==> src/sv/fpd_pkg.sv <==
// ----------------------------------------------------------------------------
// fpd_pkg
// Shared types and constants for the FSK proximity card bit demodulator.
// ----------------------------------------------------------------------------
package fpd_pkg;

  // widths of the item fields
  localparam int unsigned DurW    = 16;
  localparam int unsigned WindowW = 96;
  localparam int unsigned WordW   = 32;
  localparam int unsigned RunW    = 3;

  // configuration register indexes
  typedef enum logic [1:0] {
    CfgLowLimit    = 2'd0,
    CfgMiddleLimit = 2'd1,
    CfgHighLimit   = 2'd2,
    CfgUnused      = 2'd3
  } cfg_idx_e;

  // register reset values, in clock ticks
  localparam logic [DurW-1:0] LowLimitRst    = 16'd2816;
  localparam logic [DurW-1:0] MiddleLimitRst = 16'd4608;
  localparam logic [DurW-1:0] HighLimitRst   = 16'd6400;

  // run lengths of like periods
  localparam logic [RunW-1:0] ShortRunFull = 3'd6;
  localparam logic [RunW-1:0] LongRunFull  = 3'd5;
  localparam logic [RunW-1:0] ShortRunMin  = 3'd3;
  localparam logic [RunW-1:0] LongRunMin   = 3'd2;

  // saturation value of the period sum
  localparam logic [DurW-1:0] SumMax = 16'hFFFF;

  // period classes
  localparam logic ClassShort = 1'b0;
  localparam logic ClassLong  = 1'b1;

  // one result word as it sits in the output queue
  typedef struct packed {
    logic [WindowW-1:0] window;
    logic               bit_value;
  } fpd_result_t;

endpackage

==> src/sv/fpd_out_buf.sv <==
// ----------------------------------------------------------------------------
// fpd_out_buf
// Two-entry output queue, so that a new edge word is taken while a result
// still waits for the sink.
// ----------------------------------------------------------------------------
module fpd_out_buf
  import fpd_pkg::*;
(
  input  logic        clk_i,
  input  logic        rst_ni,
  input  logic        push_i,
  input  fpd_result_t push_data_i,
  output logic        full_o,
  output logic        pop_valid_o,
  input  logic        pop_ready_i,
  output fpd_result_t pop_data_o
);

  fpd_result_t mem_q [2];
  logic       wr_ptr_q, wr_ptr_d;
  logic       rd_ptr_q, rd_ptr_d;
  logic [1:0] count_q, count_d;
  logic       pop;

  assign pop         = pop_valid_o && pop_ready_i;
  assign pop_valid_o = (count_q != 2'd0);
  assign full_o      = (count_q == 2'd2);
  assign pop_data_o  = mem_q[rd_ptr_q];

  // pointer and fill count update
  always_comb begin
    wr_ptr_d = push_i ? ~wr_ptr_q : wr_ptr_q;
    rd_ptr_d = pop ? ~rd_ptr_q : rd_ptr_q;
    count_d  = count_q;
    if (push_i && !pop) begin
      count_d = count_q + 2'd1;
    end else if (!push_i && pop) begin
      count_d = count_q - 2'd1;
    end
  end

  always_ff @(posedge clk_i or negedge rst_ni) begin
    if (!rst_ni) begin
      wr_ptr_q <= 1'b0;
      rd_ptr_q <= 1'b0;
      count_q  <= 2'd0;
    end else begin
      wr_ptr_q <= wr_ptr_d;
      rd_ptr_q <= rd_ptr_d;
      count_q  <= count_d;
    end
  end

  // queue storage
  always_ff @(posedge clk_i) begin
    if (push_i) begin
      mem_q[wr_ptr_q] <= push_data_i;
    end
  end

endmodule

==> src/sv/fsk_prox_card_bit_demodulator.sv <==
// ----------------------------------------------------------------------------
// fsk_prox_card_bit_demodulator
// Turns carrier edge words into demodulated data bits and a 96-bit window.
// ----------------------------------------------------------------------------
// Each edge word (polarity in tuser, duration in tdata) is fully processed in
// the cycle it is taken; one word per clock is sustained while tready is high.
// A rising edge loads the period sum, a falling edge adds to it (saturating
// at 65535) and, if the sum lies strictly between the low and high limits,
// classes it as short or long against the middle limit. Six short periods
// give a 0, five long periods give a 1, and a shorter run that ends on a
// class change still gives a bit if it held more than three short or more
// than two long periods. Each bit is shifted into the window and the bit
// plus window are registered into a two-entry output queue, from which
// the sink takes them; tready on the input drops only when both queue entries wait.
// Users write limits via the cfg port while the block is idle; it is not enforced.
module fsk_prox_card_bit_demodulator
  import fpd_pkg::*;
(
  input  logic         clk_i,
  input  logic         rst_ni,
  // configuration write port
  input  logic         cfg_we_i,
  input  logic [1:0]   cfg_idx_i,
  input  logic [15:0]  cfg_data_i,
  // edge words
  input  logic         s_axis_tvalid_i,
  output logic         s_axis_tready_o,
  input  logic [15:0]  s_axis_tdata_i,   // [15:0] duration
  input  logic         s_axis_tuser_i,   // [0] polarity
  // result words
  output logic         m_axis_tvalid_o,
  input  logic         m_axis_tready_i,
  output logic [103:0] m_axis_tdata_o    // [0] bit_value, [32:1] window_high,
                                         // [64:33] window_mid, [96:65] window_low
);

  logic [DurW-1:0]    low_limit_q, middle_limit_q, high_limit_q;
  logic [DurW-1:0]    period_sum_q, period_sum_d;
  logic               last_class_q, last_class_d;
  logic [RunW-1:0]    run_count_q, run_count_d;
  logic [WindowW-1:0] window_q, window_d;

  logic               accept;
  logic               buf_full;
  logic [DurW:0]      sum_wide;
  logic [DurW-1:0]    sum_sat;
  logic               in_band;
  logic               cls;
  logic [RunW-1:0]    run_inc;
  logic               emit;
  logic               emit_bit;
  fpd_result_t        push_data;
  fpd_result_t        pop_data;

  assign s_axis_tready_o = !buf_full;
  assign accept          = s_axis_tvalid_i && s_axis_tready_o;

  // configuration registers
  always_ff @(posedge clk_i or negedge rst_ni) begin
    if (!rst_ni) begin
      low_limit_q    <= LowLimitRst;
      middle_limit_q <= MiddleLimitRst;
      high_limit_q   <= HighLimitRst;
    end else if (cfg_we_i) begin
      case (cfg_idx_e'(cfg_idx_i))
        CfgLowLimit:    low_limit_q    <= cfg_data_i;
        CfgMiddleLimit: middle_limit_q <= cfg_data_i;
        CfgHighLimit:   high_limit_q   <= cfg_data_i;
        default: ;
      endcase
    end
  end

  // saturating period sum and classification
  assign sum_wide = {1'b0, period_sum_q} + {1'b0, s_axis_tdata_i};
  assign sum_sat  = sum_wide[DurW] ? SumMax : sum_wide[DurW-1:0];
  assign in_band  = (sum_sat > low_limit_q) && (sum_sat < high_limit_q);
  assign cls      = (sum_sat < middle_limit_q) ? ClassShort : ClassLong;
  assign run_inc  = run_count_q + 3'd1;

  // run counting and bit decision
  always_comb begin
    period_sum_d = period_sum_q;
    last_class_d = last_class_q;
    run_count_d  = run_count_q;
    emit         = 1'b0;
    emit_bit     = 1'b0;
    if (accept) begin
      if (s_axis_tuser_i) begin
        period_sum_d = s_axis_tdata_i;
      end else begin
        period_sum_d = sum_sat;
        if (in_band) begin
          if (cls == last_class_q) begin
            run_count_d = run_inc;
            if (cls == ClassLong) begin
              if (run_inc >= LongRunFull) begin
                run_count_d = '0;
                emit        = 1'b1;
                emit_bit    = 1'b1;
              end
            end else if (run_inc >= ShortRunFull) begin
              run_count_d = '0;
              emit        = 1'b1;
              emit_bit    = 1'b0;
            end
          end else begin
            // class change ends the run, a long enough run still counts
            if (last_class_q == ClassLong) begin
              emit = (run_count_q > LongRunMin);
            end else begin
              emit = (run_count_q > ShortRunMin);
            end
            emit_bit     = last_class_q;
            run_count_d  = '0;
            last_class_d = cls;
          end
        end
      end
    end
  end

  // bit window shift
  assign window_d = emit ? {window_q[WindowW-2:0], emit_bit} : window_q;

  always_ff @(posedge clk_i or negedge rst_ni) begin
    if (!rst_ni) begin
      period_sum_q <= '0;
      last_class_q <= ClassShort;
      run_count_q  <= '0;
      window_q     <= '0;
    end else begin
      period_sum_q <= period_sum_d;
      last_class_q <= last_class_d;
      run_count_q  <= run_count_d;
      window_q     <= window_d;
    end
  end

  // result queue
  assign push_data.window    = window_d;
  assign push_data.bit_value = emit_bit;

  fpd_out_buf u_out_buf (
    .clk_i       (clk_i),
    .rst_ni      (rst_ni),
    .push_i      (emit),
    .push_data_i (push_data),
    .full_o      (buf_full),
    .pop_valid_o (m_axis_tvalid_o),
    .pop_ready_i (m_axis_tready_i),
    .pop_data_o  (pop_data)
  );

  // output word packing
  assign m_axis_tdata_o = {7'd0,
                           pop_data.window[WordW-1:0],
                           pop_data.window[2*WordW-1:WordW],
                           pop_data.window[WindowW-1:2*WordW],
                           pop_data.bit_value};

endmodule
==> config.mk <==
export PLATFORM = sky130hd
export DESIGN_NAME = fsk_prox_card_bit_demodulator
export DESIGN_NICKNAME = d
export VERILOG_FILES = /design/src/sv/fpd_pkg.sv /design/src/sv/fpd_out_buf.sv /design/src/sv/fsk_prox_card_bit_demodulator.sv
export SDC_FILE = /design/constraint.sdc
export NUM_CORES = 1
export LEC_CHECK = 0
export BUFFER_PORTS_ARGS = -buffer_cell sky130_fd_sc_hd__clkbuf_2
export CAP_MARGIN = 15
export CORE_MARGIN = 2
export CORE_UTILIZATION = 60
export DETAILED_ROUTE_END_ITERATION = 10
export PLACE_DENSITY = 0.91
export SLEW_MARGIN = 40
export SYNTH_ARGS = -nofsm -noshare
export SYNTH_HDL_FRONTEND = slang
export SYNTH_SLANG_ARGS = --single-unit
==> constraint.sdc <==
create_clock -name clk_i -period 10.5 [get_ports clk_i]
set_input_delay 1.575 -clock clk_i [delete_from_list [all_inputs] [get_ports clk_i]]
set_output_delay 1.575 -clock clk_i [all_outputs]
set_load 0.01 [all_outputs]
==> Word level (Yosys, flattened, before mapping) <==
Memories as Yosys holds them, arrays and structs flattened.
Cells that the tools add are included.
{ "totals": {"ff_bits": 168, "ram_bits": 194, "inputBits": 40, "output_inout_bits": 106, "mem_count": 1} }
{ "op_classes": {"n_addsub": 4, "magnitude_cmp": 7, "n_eq_ne": 4, "mux": 25, "bitwise": 4, "reduce_logical": 16} }
{ "mem_list": {"columns": ["name", "depth", "word_bits", "rd", "rd_clocked_by_memory_dff", "wr", "line", "rtl"], "rows": [
  ["u_out_buf.mem_q", 2, 97, 1, 0, 1, "fpd_out_buf.sv:19", "fpd_result_t mem_q [2];"]
]} }
{ "op_table": {"columns": ["operator", "count"], "rows": [
  ["96-bit two-way mux", 1],
  ["16-bit < comparator", 2],
  ["16-bit two-way mux", 2],
  ["16-bit by 16-bit adder with 17-bit output", 1],
  ["16-bit greater-than comparator", 1],
  ["1-bit two-way mux", 16],
  ["3-bit two-way mux", 4],
  ["3-bit >= comparator (second input constant)", 2],
  ["3-bit by 2-bit greater-than comparator with 1-bit output (second input constant)", 2],
  ["2-bit AND reduction", 3],
  ["1-bit logical AND", 5],
  ["2-bit == test (second input constant)", 2],
  ["2-bit two-way mux", 2],
  ["1-bit NOT", 4],
  ["4-bit AND reduction", 1],
  ["2-bit nonzero test", 2],
  ["3-bit by 1-bit adder with 3-bit output (second input constant)", 1],
  ["1-bit logical NOT", 3],
  ["3-bit AND reduction", 1],
  ["2-bit by 1-bit adder with 2-bit output (second input constant)", 1],
  ["2-bit by 1-bit == test with 1-bit output (second input constant)", 1],
  ["2-bit logical NOT", 1],
  ["2-bit by 1-bit subtractor with 2-bit output (second input constant)", 1],
  ["1-bit == test", 1]
]} }

==> Longest topological paths before layout <==
Gate-level depths: netlist of the first run.
{ "logic_depth": {"word_depth": 13, "depth_mapped": 24, "depth_no_buf": 22} }

==> Hierarchy <==
A second synthesis of the first run with hierarchy kept.
{ "hier_totals": {"cells_unflattened": 1063, "area_unflattened_um2": 15737.6} }
{ "by_module_without_submodules": {"columns": ["module", "instances", "cells_per_inst", "area_each_um2", "seq_area_each_um2"], "rows": [
  ["fsk_prox_card_bit_demodulator", 1, 745, 8475.6, 4113.9],
  ["fpd_out_buf", 1, 318, 7262.0, 5925.7]
]} }

==> Worst setup path after synthesis of the first run <==
No wires, ideal clock.
{ "synth_path": {"path_type": "input-to-reg", "from": "in s_axis_tdata_i[0]", "to": "mem u_out_buf.mem_q[0][0] (netlist name) (enable)", "setup_time_ns": 0.555, "arrival_time_ns": 9.559, "slack_ns": 0.386, "stages": 20, "n_path_buf": 4, "path_cell_list": "ha_1 > fa_1 > a211oi_1 > o21ai_2 > nand3_1 > o211a_4 > clkbuf_1 > clkbuf_1 > nand2_1 > ha_1 > a21o_1 > a21o_1 > a221oi_4 > a21boi_0 > o22ai_1 > nor3_1 > nand4_1 > buf_6 > buf_12 > nor2_1"} }
{ "synth_between": {"elab_chain_len": 11} }
{ "synth_rtl": {"columns": ["item", "line", "rtl"], "rows": [
  ["start, declared", "fsk_prox_card_bit_demodulator.sv:28", "input logic [15:0] s_axis_tdata_i,"],
  ["16-bit by 16-bit adder with 17-bit output (*)", "fsk_prox_card_bit_demodulator.sv:75", "assign sum_wide = {1'b0, period_sum_q} + {1'b0, s_axis_tdata_i};"],
  ["16-bit two-way mux (*)", "fsk_prox_card_bit_demodulator.sv:76", "assign sum_sat = sum_wide[DurW] ? SumMax : sum_wide[DurW-1:0];"],
  ["16-bit < comparator", "fsk_prox_card_bit_demodulator.sv:78", "assign cls = (sum_sat < middle_limit_q) ? ClassShort : ClassLong;"],
  ["1-bit two-way mux", "fsk_prox_card_bit_demodulator.sv:78", null],
  ["1-bit == test", "fsk_prox_card_bit_demodulator.sv:94", "if (cls == last_class_q) begin"],
  ["1-bit two-way mux", "fsk_prox_card_bit_demodulator.sv:94", null],
  ["1-bit two-way mux (*)", "fsk_prox_card_bit_demodulator.sv:93", "if (in_band) begin"],
  ["1-bit two-way mux (*)", "fsk_prox_card_bit_demodulator.sv:89", "if (s_axis_tuser_i) begin"],
  ["1-bit two-way mux (*)", "fsk_prox_card_bit_demodulator.sv:88", "if (accept) begin"],
  ["1-bit two-way mux (*)", "fpd_out_buf.sv:56", "if (push_i) begin"],
  ["1-bit two-way mux (implied by the code) (*)", "fpd_out_buf.sv:57", "mem_q[wr_ptr_q] <= push_data_i;"],
  ["end, declared", "fpd_out_buf.sv:19", null]
]} }
Mark *: on every way between the ends. The rest lies on a longest branch, timed or not.

==> flow_summary.json, run 1 <==
{
  "crit_path_cell_trace": "clkbuf_2 -> ha_1 -> fa_1 -> a211oi_1 -> o21ai_2 -> a31oi_1 -> o21ai_0 -> a31oi_1 -> xor2_1 -> nand2_1 -> ha_1 -> and4_1 -> a221oi_4 -> o2111ai_1 -> o22ai_1 -> nor3_1 -> nand4_1 -> buf_6 -> buf_4 -> mux2_4",
  "die_w_um": 167.7,
  "post_drt_via_cell_ratio": 5.792,
  "finalHoldViolCount": 0,
  "buffer_ports.inserted": 138,
  "timing.critical_path.buf_inv": 3,
  "leakage_nw": 8.027,
  "multi_input_comb_area_mm2": 0.005529,
  "die_y_um": 167.7,
  "drive_above_1_share": 0.3731,
  "maxSlewViolCount": 0,
  "cpMaxStageDelayCell": "sky130_fd_sc_hd__buf_4",
  "fin_nets": 1315,
  "cts_bufs_inserted": 36,
  "grt_pass1_vias": 9388,
  "synth-edff-count": 194,
  "routed-via-count": 9082,
  "top_level_ports": 146,
  "gpl_congestion": 0.8882,
  "area_growth_syn_to_layout_pct": 14.00,
  "wirelength_um": 32850,
  "synth.avg_cell_area_um2": 15.35,
  "cts-root-to-sink-buffers": 3,
  "synth_ff_type": "sky130_fd_sc_hd__edfxtp_1",
  "slew_headroom": 0.4311,
  "max_slew.worst_pin.slew_ns": 0.8533,
  "hold_path.class": "register to register",
  "layout.filler_cells": 1600,
  "cts.repair.resized": 0,
  "detail_route.drc_violations": 0,
  "route.detailed.wl_per_inst_um": 20.95,
  "start_util": 0.6137,
  "setup_viol": 0,
  "skew_final_ns": 0.01930,
  "finalCritPeriodShare": 0.6866,
  "timing.critical_path.slowest_cell_delay_ns": 0.72,
  "final.min_clock_period_ns": 7.210,
  "finish.cell_count_without_fillers": 1568,
  "core_region_area_mm2": 0.02621,
  "cts_tree": "built",
  "layout.area.seq_mm2": 0.01004,
  "critical_path.endpoint_type": "register",
  "synth-seq-cells": 362,
  "floorplan.die_area_mm2": 0.02813,
  "postRouteAntennaNets": 0,
  "fmax_mhz": 138.7,
  "cp_data_arrival_time_ns": 7.46,
  "outcome": "finished clean",
  "ys_seq_area_frac": 0.6242,
  "final.setup.tns_ns": 0,
  "maxCapViolations": 0,
  "critical_path.top_delay_family": "compound AO/OA/AOI/OAI gates",
  "cts.sinks": 362,
  "number_of_placed_cells_counting_well_taps": 1501,
  "synthArstFlopShare": 0.4641,
  "clkTransAtPathRegs_ns": 0.06,
  "worstPathMaxFanout": 61,
  "root_buf_cell": "sky130_fd_sc_hd__clkbuf_16",
  "dp_hpwl_um": 20870,
  "cts_hold_repair.buffers": 0,
  "yosysWarnings": 0,
  "post_synth_instance_area_mm2": 0.01608,
  "synthesis.instances": 1048,
  "drt_iter0_drc": 734,
  "peakVddDrop_mv": 0.2028,
  "critical_path_required_ns": 10.75,
  "grt-ovfl-total": 0,
  "antennaDiodeCount": 0,
  "synth.distinct_cells": 59,
  "path_class": "input pin to register",
  "pin_count_of_the_biggest_net_entering_global_routing": 92,
  "placement_rows": 59,
  "final_util": 0.6996,
  "grt_setup_unrepaired": "false",
  "postCtsSetupBuffers": 0,
  "power_density_mw_per_mm2": 256.6,
  "insertion_delay_ns": 0.52,
  "grt_first_pass_wirelength_um": 52130,
  "initial_drt_pass_iterations": 5,
  "number_of_antenna_violations_at_the_first_check_in_global_routing": 0,
  "critical_path.startpoint_type": "input pin",
  "h-tree-depth": 2,
  "grt_usage": 0.2375
}
[per-layer routing]
layer  wire length, um  GRT usage  vias up  share of wire
met5                 0          0        -              0
met3              1911    0.04207       64          0.058
met2             16390     0.4025      301           0.50
li1                  -          -     4158              -
met1             13850     0.3212     4559           0.42
met4               693    0.06238        0          0.021
[cell type report]
cell class | instances | area share
Timing Repair Buffer | 155 | 0.05023
Sequential cell | 362 | 0.5478
Tap cell | 335 | 0.02286
Multi-Input combinational cell | 596 | 0.3016
Clock inverter | 24 | 0.01392
Inverter | 55 | 0.01126
Clock buffer | 41 | 0.05234
[registers in the layout (all words and copies together), names as in the netlist]
register and cells:
low_limit_q 16, middle_limit_q 16, run_count_q 3, period_sum_q 16, u_out_buf.count_q 2, u_out_buf.wr_ptr_q 1
high_limit_q 16, last_class_q 1, u_out_buf.mem_q 194, window_q 96, u_out_buf.rd_ptr_q 1
[where the power goes]
group / switching [mW] / internal, mW / total [mW]
registers: 0.0730 / 1.63 / 1.70
logic: 0.963 / 0.727 / 1.69
clock network: 0.533 / 0.782 / 1.31
[per-stage QoR]
| step | hold slack (ns) | setup WS, ns | power (mW) | area, um^2 |
|---|---|---|---|---|
| 6_report | 0.4846 | 3.290 | 4.704 | 18330 |
| 5_1_grt | 0.5143 | 2.945 | 4.960 | 18330 |
| 3_3_place_gp | 0.4680 | 2.745 | 3.333 | 16970 |
| 4_1_cts | 0.4894 | 3.347 | 4.720 | 18300 |
| 2_1_floorplan | 0.4538 | 0.3861 | 2.910 | 16110 |
| 3_5_place_dp | 0.4757 | 2.805 | 3.381 | 17080 |
[final timing paths]
path	startpoint	endpoint	slack [ns]	depth (start not counted)
setup / recovery	s_axis_tdata_i[0]	u_out_buf.mem_q[1][23]	3.29	20
min in group asynchronous	rst_ni	period_sum_q[9]	0.89	1
hold / removal	u_out_buf.count_q[1]	u_out_buf.count_q[1]	0.48	1
hold reg to reg	u_out_buf.count_q[1]	u_out_buf.count_q[1]	0.48	1
setup reg to reg	period_sum_q[0]	u_out_buf.mem_q[1][23]	4.07	19
max in group asynchronous	rst_ni	u_out_buf.rd_ptr_q	8.67	2
[kinds of logic after synthesis]
family / after synthesis / share of synthesized area
DFF: 362 / 0.6242
muxes: 233 / 0.1851
AOI/OAI and AO/OA: 140 / 0.05446
and+or+nand+nor: 133 / 0.03960
buffers and inverters: 96 / 0.03462
adders and majority gates: 69 / 0.05415
xor gates and xnor gates: 14 / 0.007624
other: 1 / 0.0002332
[Yosys cell counts (all sizes together) (6+ instances only)]
master	n	area (um^2)
nor3	8	40.04
nor2	28	105.1
edfxtp	194	5826
clkbuf	20	75.07
inv	55	206.5
o21ai	50	254.0
nand4	13	87.58
xnor2	7	61.31
dfrtp	160	4004
a21o	12	90.09
mux2i	6	60.06
buf	21	275.3
nand2	52	195.2
a21oi	39	195.2
dfstp	8	210.2
mux2	227	2917
ha	68	850.8
xor2	7	61.31
[layout by cell type, fill, tap and decap left out, drive strengths merged, types with 3 or more instances in the layout]
master,n
and2,5
nand2,52
nor3b,3
nand4,13
a31oi,5
o22ai,3
xor2,7
clkbuf,179
o21a,5
a21oi,39
nand3b,5
ha,68
and3,3
edfxtp,194
o21ai,50
dfstp,8
nor2,28
mux2i,6
a211oi,3
inv,56
nand3,5
nor3,8
bufinv,5
conb,7
buf,17
a21o,12
xnor2,7
dfrtp,160
clkinv,17
o21bai,3
mux2,227
o211ai,4
No activity file was read; power rests on OpenSTA's default activity.
==> run 2, diff against run 1 <==
clock period = 6.88 ns   (was 10.5 ns; I/O delays follow)
==> flow_summary.json, run 2 (synthesis gave the netlist of run 1 again) <==
{
  "outcome": "finished clean",
  "top_register": "u_out_buf.mem_q",
  "max_slew.worst_pin.slew_ns": 0.7170,
  "grt_usage": 0.2302,
  "slew_headroom": 0.5145,
  "timing.rr.start": "period_sum_q[0]",
  "fmax_mhz": 164.1,
  "worst_slack_ns": 0.7869,
  "critical_path.endpoint_type": "register",
  "critical_path_required_ns": 7.32,
  "worst_r2r_path_depth": 22,
  "hold_path.class": "input pin to asynchronous set/reset pin",
  "worstPathMaxFanout": 24,
  "cts_bufs_inserted": 37,
  "setup_viol": 0,
  "timing.reg2reg.setup_slack_ns": 1.01,
  "cts.repair.resized": 0,
  "dp_worst_setup_slack_ns": 0.3870,
  "grt-ovfl-total": 0,
  "area_growth_syn_to_layout_pct": 13.68,
  "die_w_um": 167.7,
  "wirelength_um": 32070,
  "die_y_um": 167.7,
  "start_util": 0.6137,
  "placement_rows": 59,
  "cts.sinks": 362,
  "grt_setup_unrepaired": "false",
  "grt_first_pass_wirelength_um": 50890,
  "maxSlewViolCount": 0,
  "route.detailed.wl_per_inst_um": 20.44,
  "skew_final_ns": 0.01931,
  "detail_route.drc_violations": 0,
  "maxCapViolations": 0,
  "layout_commonest_cell": "sky130_fd_sc_hd__edfxtp_1",
  "postCtsSetupBuffers": 0,
  "cp_data_arrival_time_ns": 6.54,
  "number_of_antenna_violations_at_the_first_check_in_global_routing": 0,
  "crit-reg2reg-capture": "u_out_buf.count_q[1]",
  "antennaDiodeCount": 0,
  "number_of_placed_cells_counting_well_taps": 1501,
  "initial_drt_pass_iterations": 5,
  "post_drt_via_cell_ratio": 5.757,
  "fin_nets": 1315,
  "final.min_clock_period_ns": 6.093,
  "power_density_mw_per_mm2": 390.2,
  "largest_register_ffs": 194,
  "postRouteAntennaNets": 0,
  "root_buf_cell": "sky130_fd_sc_hd__clkbuf_16",
  "insertion_delay_ns": 0.53,
  "largest_registers": "u_out_buf.mem_q (194), window_q (96)",
  "dp_hpwl_um": 20210,
  "drive_above_1_share": 0.3679,
  "routed-via-count": 9033,
  "clkTransAtPathRegs_ns": 0.06,
  "leakage_nw": 7.999,
  "cts_tree": "built",
  "finalHoldViolCount": 0,
  "floorplan.die_area_mm2": 0.02813,
  "pin_count_of_the_biggest_net_entering_global_routing": 98,
  "buffer_ports.inserted": 138,
  "report.power.total_mw": 7.134,
  "drt_iter0_drc": 740,
  "worst_hold_slack_after_final_layout_ns": 0.3652,
  "core_region_area_mm2": 0.02621,
  "most-common-layout-cells": "sky130_fd_sc_hd__edfxtp_1, sky130_fd_sc_hd__dfrtp_1, sky130_fd_sc_hd__clkbuf_2",
  "critical_path.startpoint_type": "input pin",
  "cts-root-to-sink-buffers": 3,
  "cts_hold_repair.buffers": 0,
  "finish.cell_count_without_fillers": 1569,
  "h-tree-depth": 2,
  "gpl_congestion": 0.9073,
  "path_class": "input pin to register",
  "top_level_ports": 146,
  "peakVddDrop_mv": 0.2970,
  "grt_pass1_vias": 9273,
  "finalCritPeriodShare": 0.8856
}
==> run 2: layer usage <==
layer | global-route usage | up-vias | part of all wire
li1 | - | 4163 | -
met1 | 0.3155 | 4549 | 0.44
met2 | 0.3866 | 272 | 0.50
met3 | 0.03545 | 49 | 0.049
met4 | 0.06616 | 0 | 0.019
met5 | 0 | - | 0
==> run 2: critical path: stages <==
cell and delay (ns):
sky130_fd_sc_hd__clkbuf_2 0.10, sky130_fd_sc_hd__ha_1 0.23, sky130_fd_sc_hd__fa_1 0.44, sky130_fd_sc_hd__a211oi_1 0.39, sky130_fd_sc_hd__o21ai_2 0.13, sky130_fd_sc_hd__a31oi_1 0.27
sky130_fd_sc_hd__o21ai_0 0.19, sky130_fd_sc_hd__a31oi_1 0.23, sky130_fd_sc_hd__xor2_1 0.20, sky130_fd_sc_hd__nand2_1 0.14, sky130_fd_sc_hd__ha_1 0.34, sky130_fd_sc_hd__and4_1 0.23
sky130_fd_sc_hd__a221oi_4 0.45, sky130_fd_sc_hd__o2111ai_1 0.23, sky130_fd_sc_hd__o22ai_1 0.19, sky130_fd_sc_hd__nor3_1 0.06, sky130_fd_sc_hd__nand4_1 0.36, sky130_fd_sc_hd__buf_4 0.50
sky130_fd_sc_hd__inv_1 0.12, sky130_fd_sc_hd__ha_1 0.22, sky130_fd_sc_hd__xor2_1 0.14, sky130_fd_sc_hd__nor2_1 0.14, sky130_fd_sc_hd__xor2_1 0.19
==> run 2: cell type report <==
class | instances | area (um^2)
clock buffer | 54 | 1052
clock inverter | 13 | 143.9
fill | 1601 | 7923
inverter | 55 | 206.4
multi-input combinational | 596 | 5529
sequential | 362 | 10040
tap | 335 | 419.2
timing repair buffer | 154 | 889.6
==> run 2: where the power goes <==
part / total (mW) / switching (mW) / internal (mW)
registers: 2.62 / 0.139 / 2.48
logic: 2.53 / 1.43 / 1.10
clock network: 1.98 / 0.829 / 1.15
total: 7.13 / 2.40 / 4.73
==> run 2: per-stage QoR <==
stage | utilization | setup TNS, ns | instance area [um^2]
2_1_floorplan | - | -196.95 | 16110
3_3_place_gp | 0.6498 | 0 | 17030
3_5_place_dp | 0.6508 | 0 | 17060
4_1_cts | 0.6965 | 0 | 18250
5_1_grt | 0.6977 | 0 | 18280
6_report | 0.6977 | 0 | 18280
==> run 2: how the worst max path moves through the flow <==
stage | startpoint | endpoint | slack (ns) | cells past startpoint
after floorplan | s_axis_tdata_i[0] | u_out_buf.mem_q[0][0] | -1.02 | 20
after global placement | s_axis_tdata_i[0] | u_out_buf.count_q[1] | 0.64 | 23
after detailed placement | s_axis_tdata_i[0] | u_out_buf.count_q[1] | 0.39 | 23
after CTS | s_axis_tdata_i[0] | u_out_buf.count_q[1] | 0.85 | 23
after global routing | s_axis_tdata_i[0] | u_out_buf.count_q[1] | 0.46 | 23
final | s_axis_tdata_i[0] | u_out_buf.count_q[1] | 0.79 | 23
==> run 3, diff against run 2 <==
CORE_UTILIZATION = 35   (was 60)
PLACE_DENSITY = 0.63   (was 0.91)
==> flow_summary.json, run 3 (synthesis gave the netlist of run 1 again) <==
{
  "outcome": "finished clean",
  "fin_nets": 1320,
  "cpMaxStageDelayCell": "sky130_fd_sc_hd__a221oi_4",
  "crit_path_cell_trace": "clkbuf_2 -> ha_1 -> a21o_1 -> a21oi_1 -> o21a_1 -> o21ai_0 -> a31o_2 -> a21oi_1 -> xor2_1 -> nand2_1 -> ha_1 -> a21o_1 -> a21o_1 -> a221oi_4 -> o2111ai_1 -> o22ai_1 -> nor3_1 -> nand4_1 -> buf_4 -> buf_12 -> inv_1 -> ha_1 -> nor2_1 -> xor2_1",
  "cell_area_after_layout_mm2": 0.01883,
  "grt-ovfl-total": 0,
  "finalCritPeriodShare": 0.8447,
  "grt_first_pass_wirelength_um": 50670,
  "floorplan.die_area_mm2": 0.04768,
  "critical_path_required_ns": 7.34,
  "insertion_delay_ns": 0.56,
  "critical_path.startpoint_type": "input pin",
  "fmax_mhz": 172.1,
  "critical_path.top_delay_family": "compound AO/OA/AOI/OAI gates",
  "worst_hold_slack_after_final_layout_ns": 0.4593,
  "slew_headroom": 0.4886,
  "root_buf_cell": "sky130_fd_sc_hd__clkbuf_16",
  "postCtsSetupBuffers": 0,
  "h-tree-depth": 2,
  "cts-root-to-sink-buffers": 3,
  "timing.critical_path.buf_inv": 4,
  "timing.critical_path.slowest_cell_delay_ns": 0.40,
  "maxCapViolations": 0,
  "setup_viol": 0,
  "top_register": "u_out_buf.mem_q",
  "drt_iter0_drc": 469,
  "start_util": 0.3544,
  "cts_tree": "built",
  "maxSlewViolCount": 0,
  "power_density_mw_per_mm2": 390.4,
  "grt_usage": 0.1354,
  "number_of_antenna_violations_at_the_first_check_in_global_routing": 1,
  "hold_path.class": "input pin to asynchronous set/reset pin",
  "gpl_congestion": 0.8686,
  "area_growth_syn_to_layout_pct": 17.10,
  "timing.rr.start": "period_sum_q[1]",
  "placement_rows": 78,
  "core_region_area_mm2": 0.04538,
  "postRouteAntennaNets": 0,
  "critical_path.startpoint": "s_axis_tdata_i[1]",
  "detail_route.drc_violations": 0,
  "final.setup.tns_ns": 0,
  "clkTransAtPathRegs_ns": 0.06,
  "cts.sinks": 362,
  "routed-via-count": 8812,
  "initial_drt_pass_iterations": 5,
  "buffer_ports.inserted": 138,
  "post_drt_via_cell_ratio": 4.781,
  "cts.repair.resized": 0,
  "drive_above_1_share": 0.3709,
  "die_w_um": 218.4,
  "route.detailed.wl_per_inst_um": 17.32,
  "timing.reg2reg.setup_slack_ns": 1.27,
  "cts_hold_repair.buffers": 0,
  "max_slew.worst_pin.slew_ns": 0.7591,
  "most-common-layout-cells": "sky130_fd_sc_hd__edfxtp_1, sky130_fd_sc_hd__dfrtp_1, sky130_fd_sc_hd__clkbuf_2",
  "grt_setup_unrepaired": "false",
  "path_class": "input pin to register",
  "post_dp_cell_area_mm2": 0.01747,
  "critical_path.endpoint_type": "register",
  "pin_count_of_the_biggest_net_entering_global_routing": 87,
  "wirelength_um": 31920,
  "cp_data_arrival_time_ns": 6.28,
  "layout_commonest_cell": "sky130_fd_sc_hd__edfxtp_1",
  "final.min_clock_period_ns": 5.812,
  "top_level_ports": 146,
  "finalHoldViolCount": 0,
  "peakVddDrop_mv": 0.2092,
  "leakage_nw": 8.085,
  "cts_bufs_inserted": 42,
  "crit-reg2reg-capture": "u_out_buf.count_q[1]",
  "antennaDiodeCount": 0,
  "worst_r2r_path_depth": 23,
  "largest_registers": "u_out_buf.mem_q (194), window_q (96)",
  "largest_register_ffs": 194,
  "grt_pass1_vias": 9168,
  "skew_final_ns": 0.01739,
  "dp_hpwl_um": 20820,
  "worstPathMaxFanout": 42,
  "die_y_um": 218.4
}
==> run 3: how the worst max path moves through the flow <==
stage                             to  slack, ns  depth (start not counted)
2_1_floorplan  u_out_buf.mem_q[0][0]      -1.02                         20
3_3_place_gp    u_out_buf.count_q[1]       0.71                         24
3_5_place_dp    u_out_buf.count_q[1]       0.58                         23
4_1_cts         u_out_buf.count_q[1]       1.16                         23
5_1_grt         u_out_buf.count_q[1]       0.69                         23
6_report        u_out_buf.count_q[1]       1.07                         24
==> run 3: per-stage QoR <==
stage	worst slack [ns]	instances	utilization	power, mW
after global placement	0.7113	1765	0.3844	5.185
after global routing	0.6947	1843	0.4150	7.824
after CTS	1.157	1843	0.4149	7.460
after floorplan	-1.015	1054	-	4.436
after detailed placement	0.5786	1767	0.3850	5.216
final	1.068	1843	0.4150	7.352
==> run 3: final cells by class <==
cell class              instances  area (um^2)
well taps                     600        750.7
clock buffers                  59         1165
repair buffers                154        944.7
fillers                      4179        26550
multi-input cells             596         5529
inverters                      55        206.4
clock inverters                17        193.9
flip-flops and latches        362        10040
==> run 3: report_power, final <==
part / switching [mW] / internal (mW)
Clock: 0.887 / 1.30
Sequential: 0.132 / 2.48
Combinational: 1.44 / 1.11
==> run 3: metal layers <==
layer,share of wire,global-route usage
met1,0.47,0.1867
met2,0.46,0.2124
met3,0.047,0.02658
met4,0.025,0.04785
met5,0,0
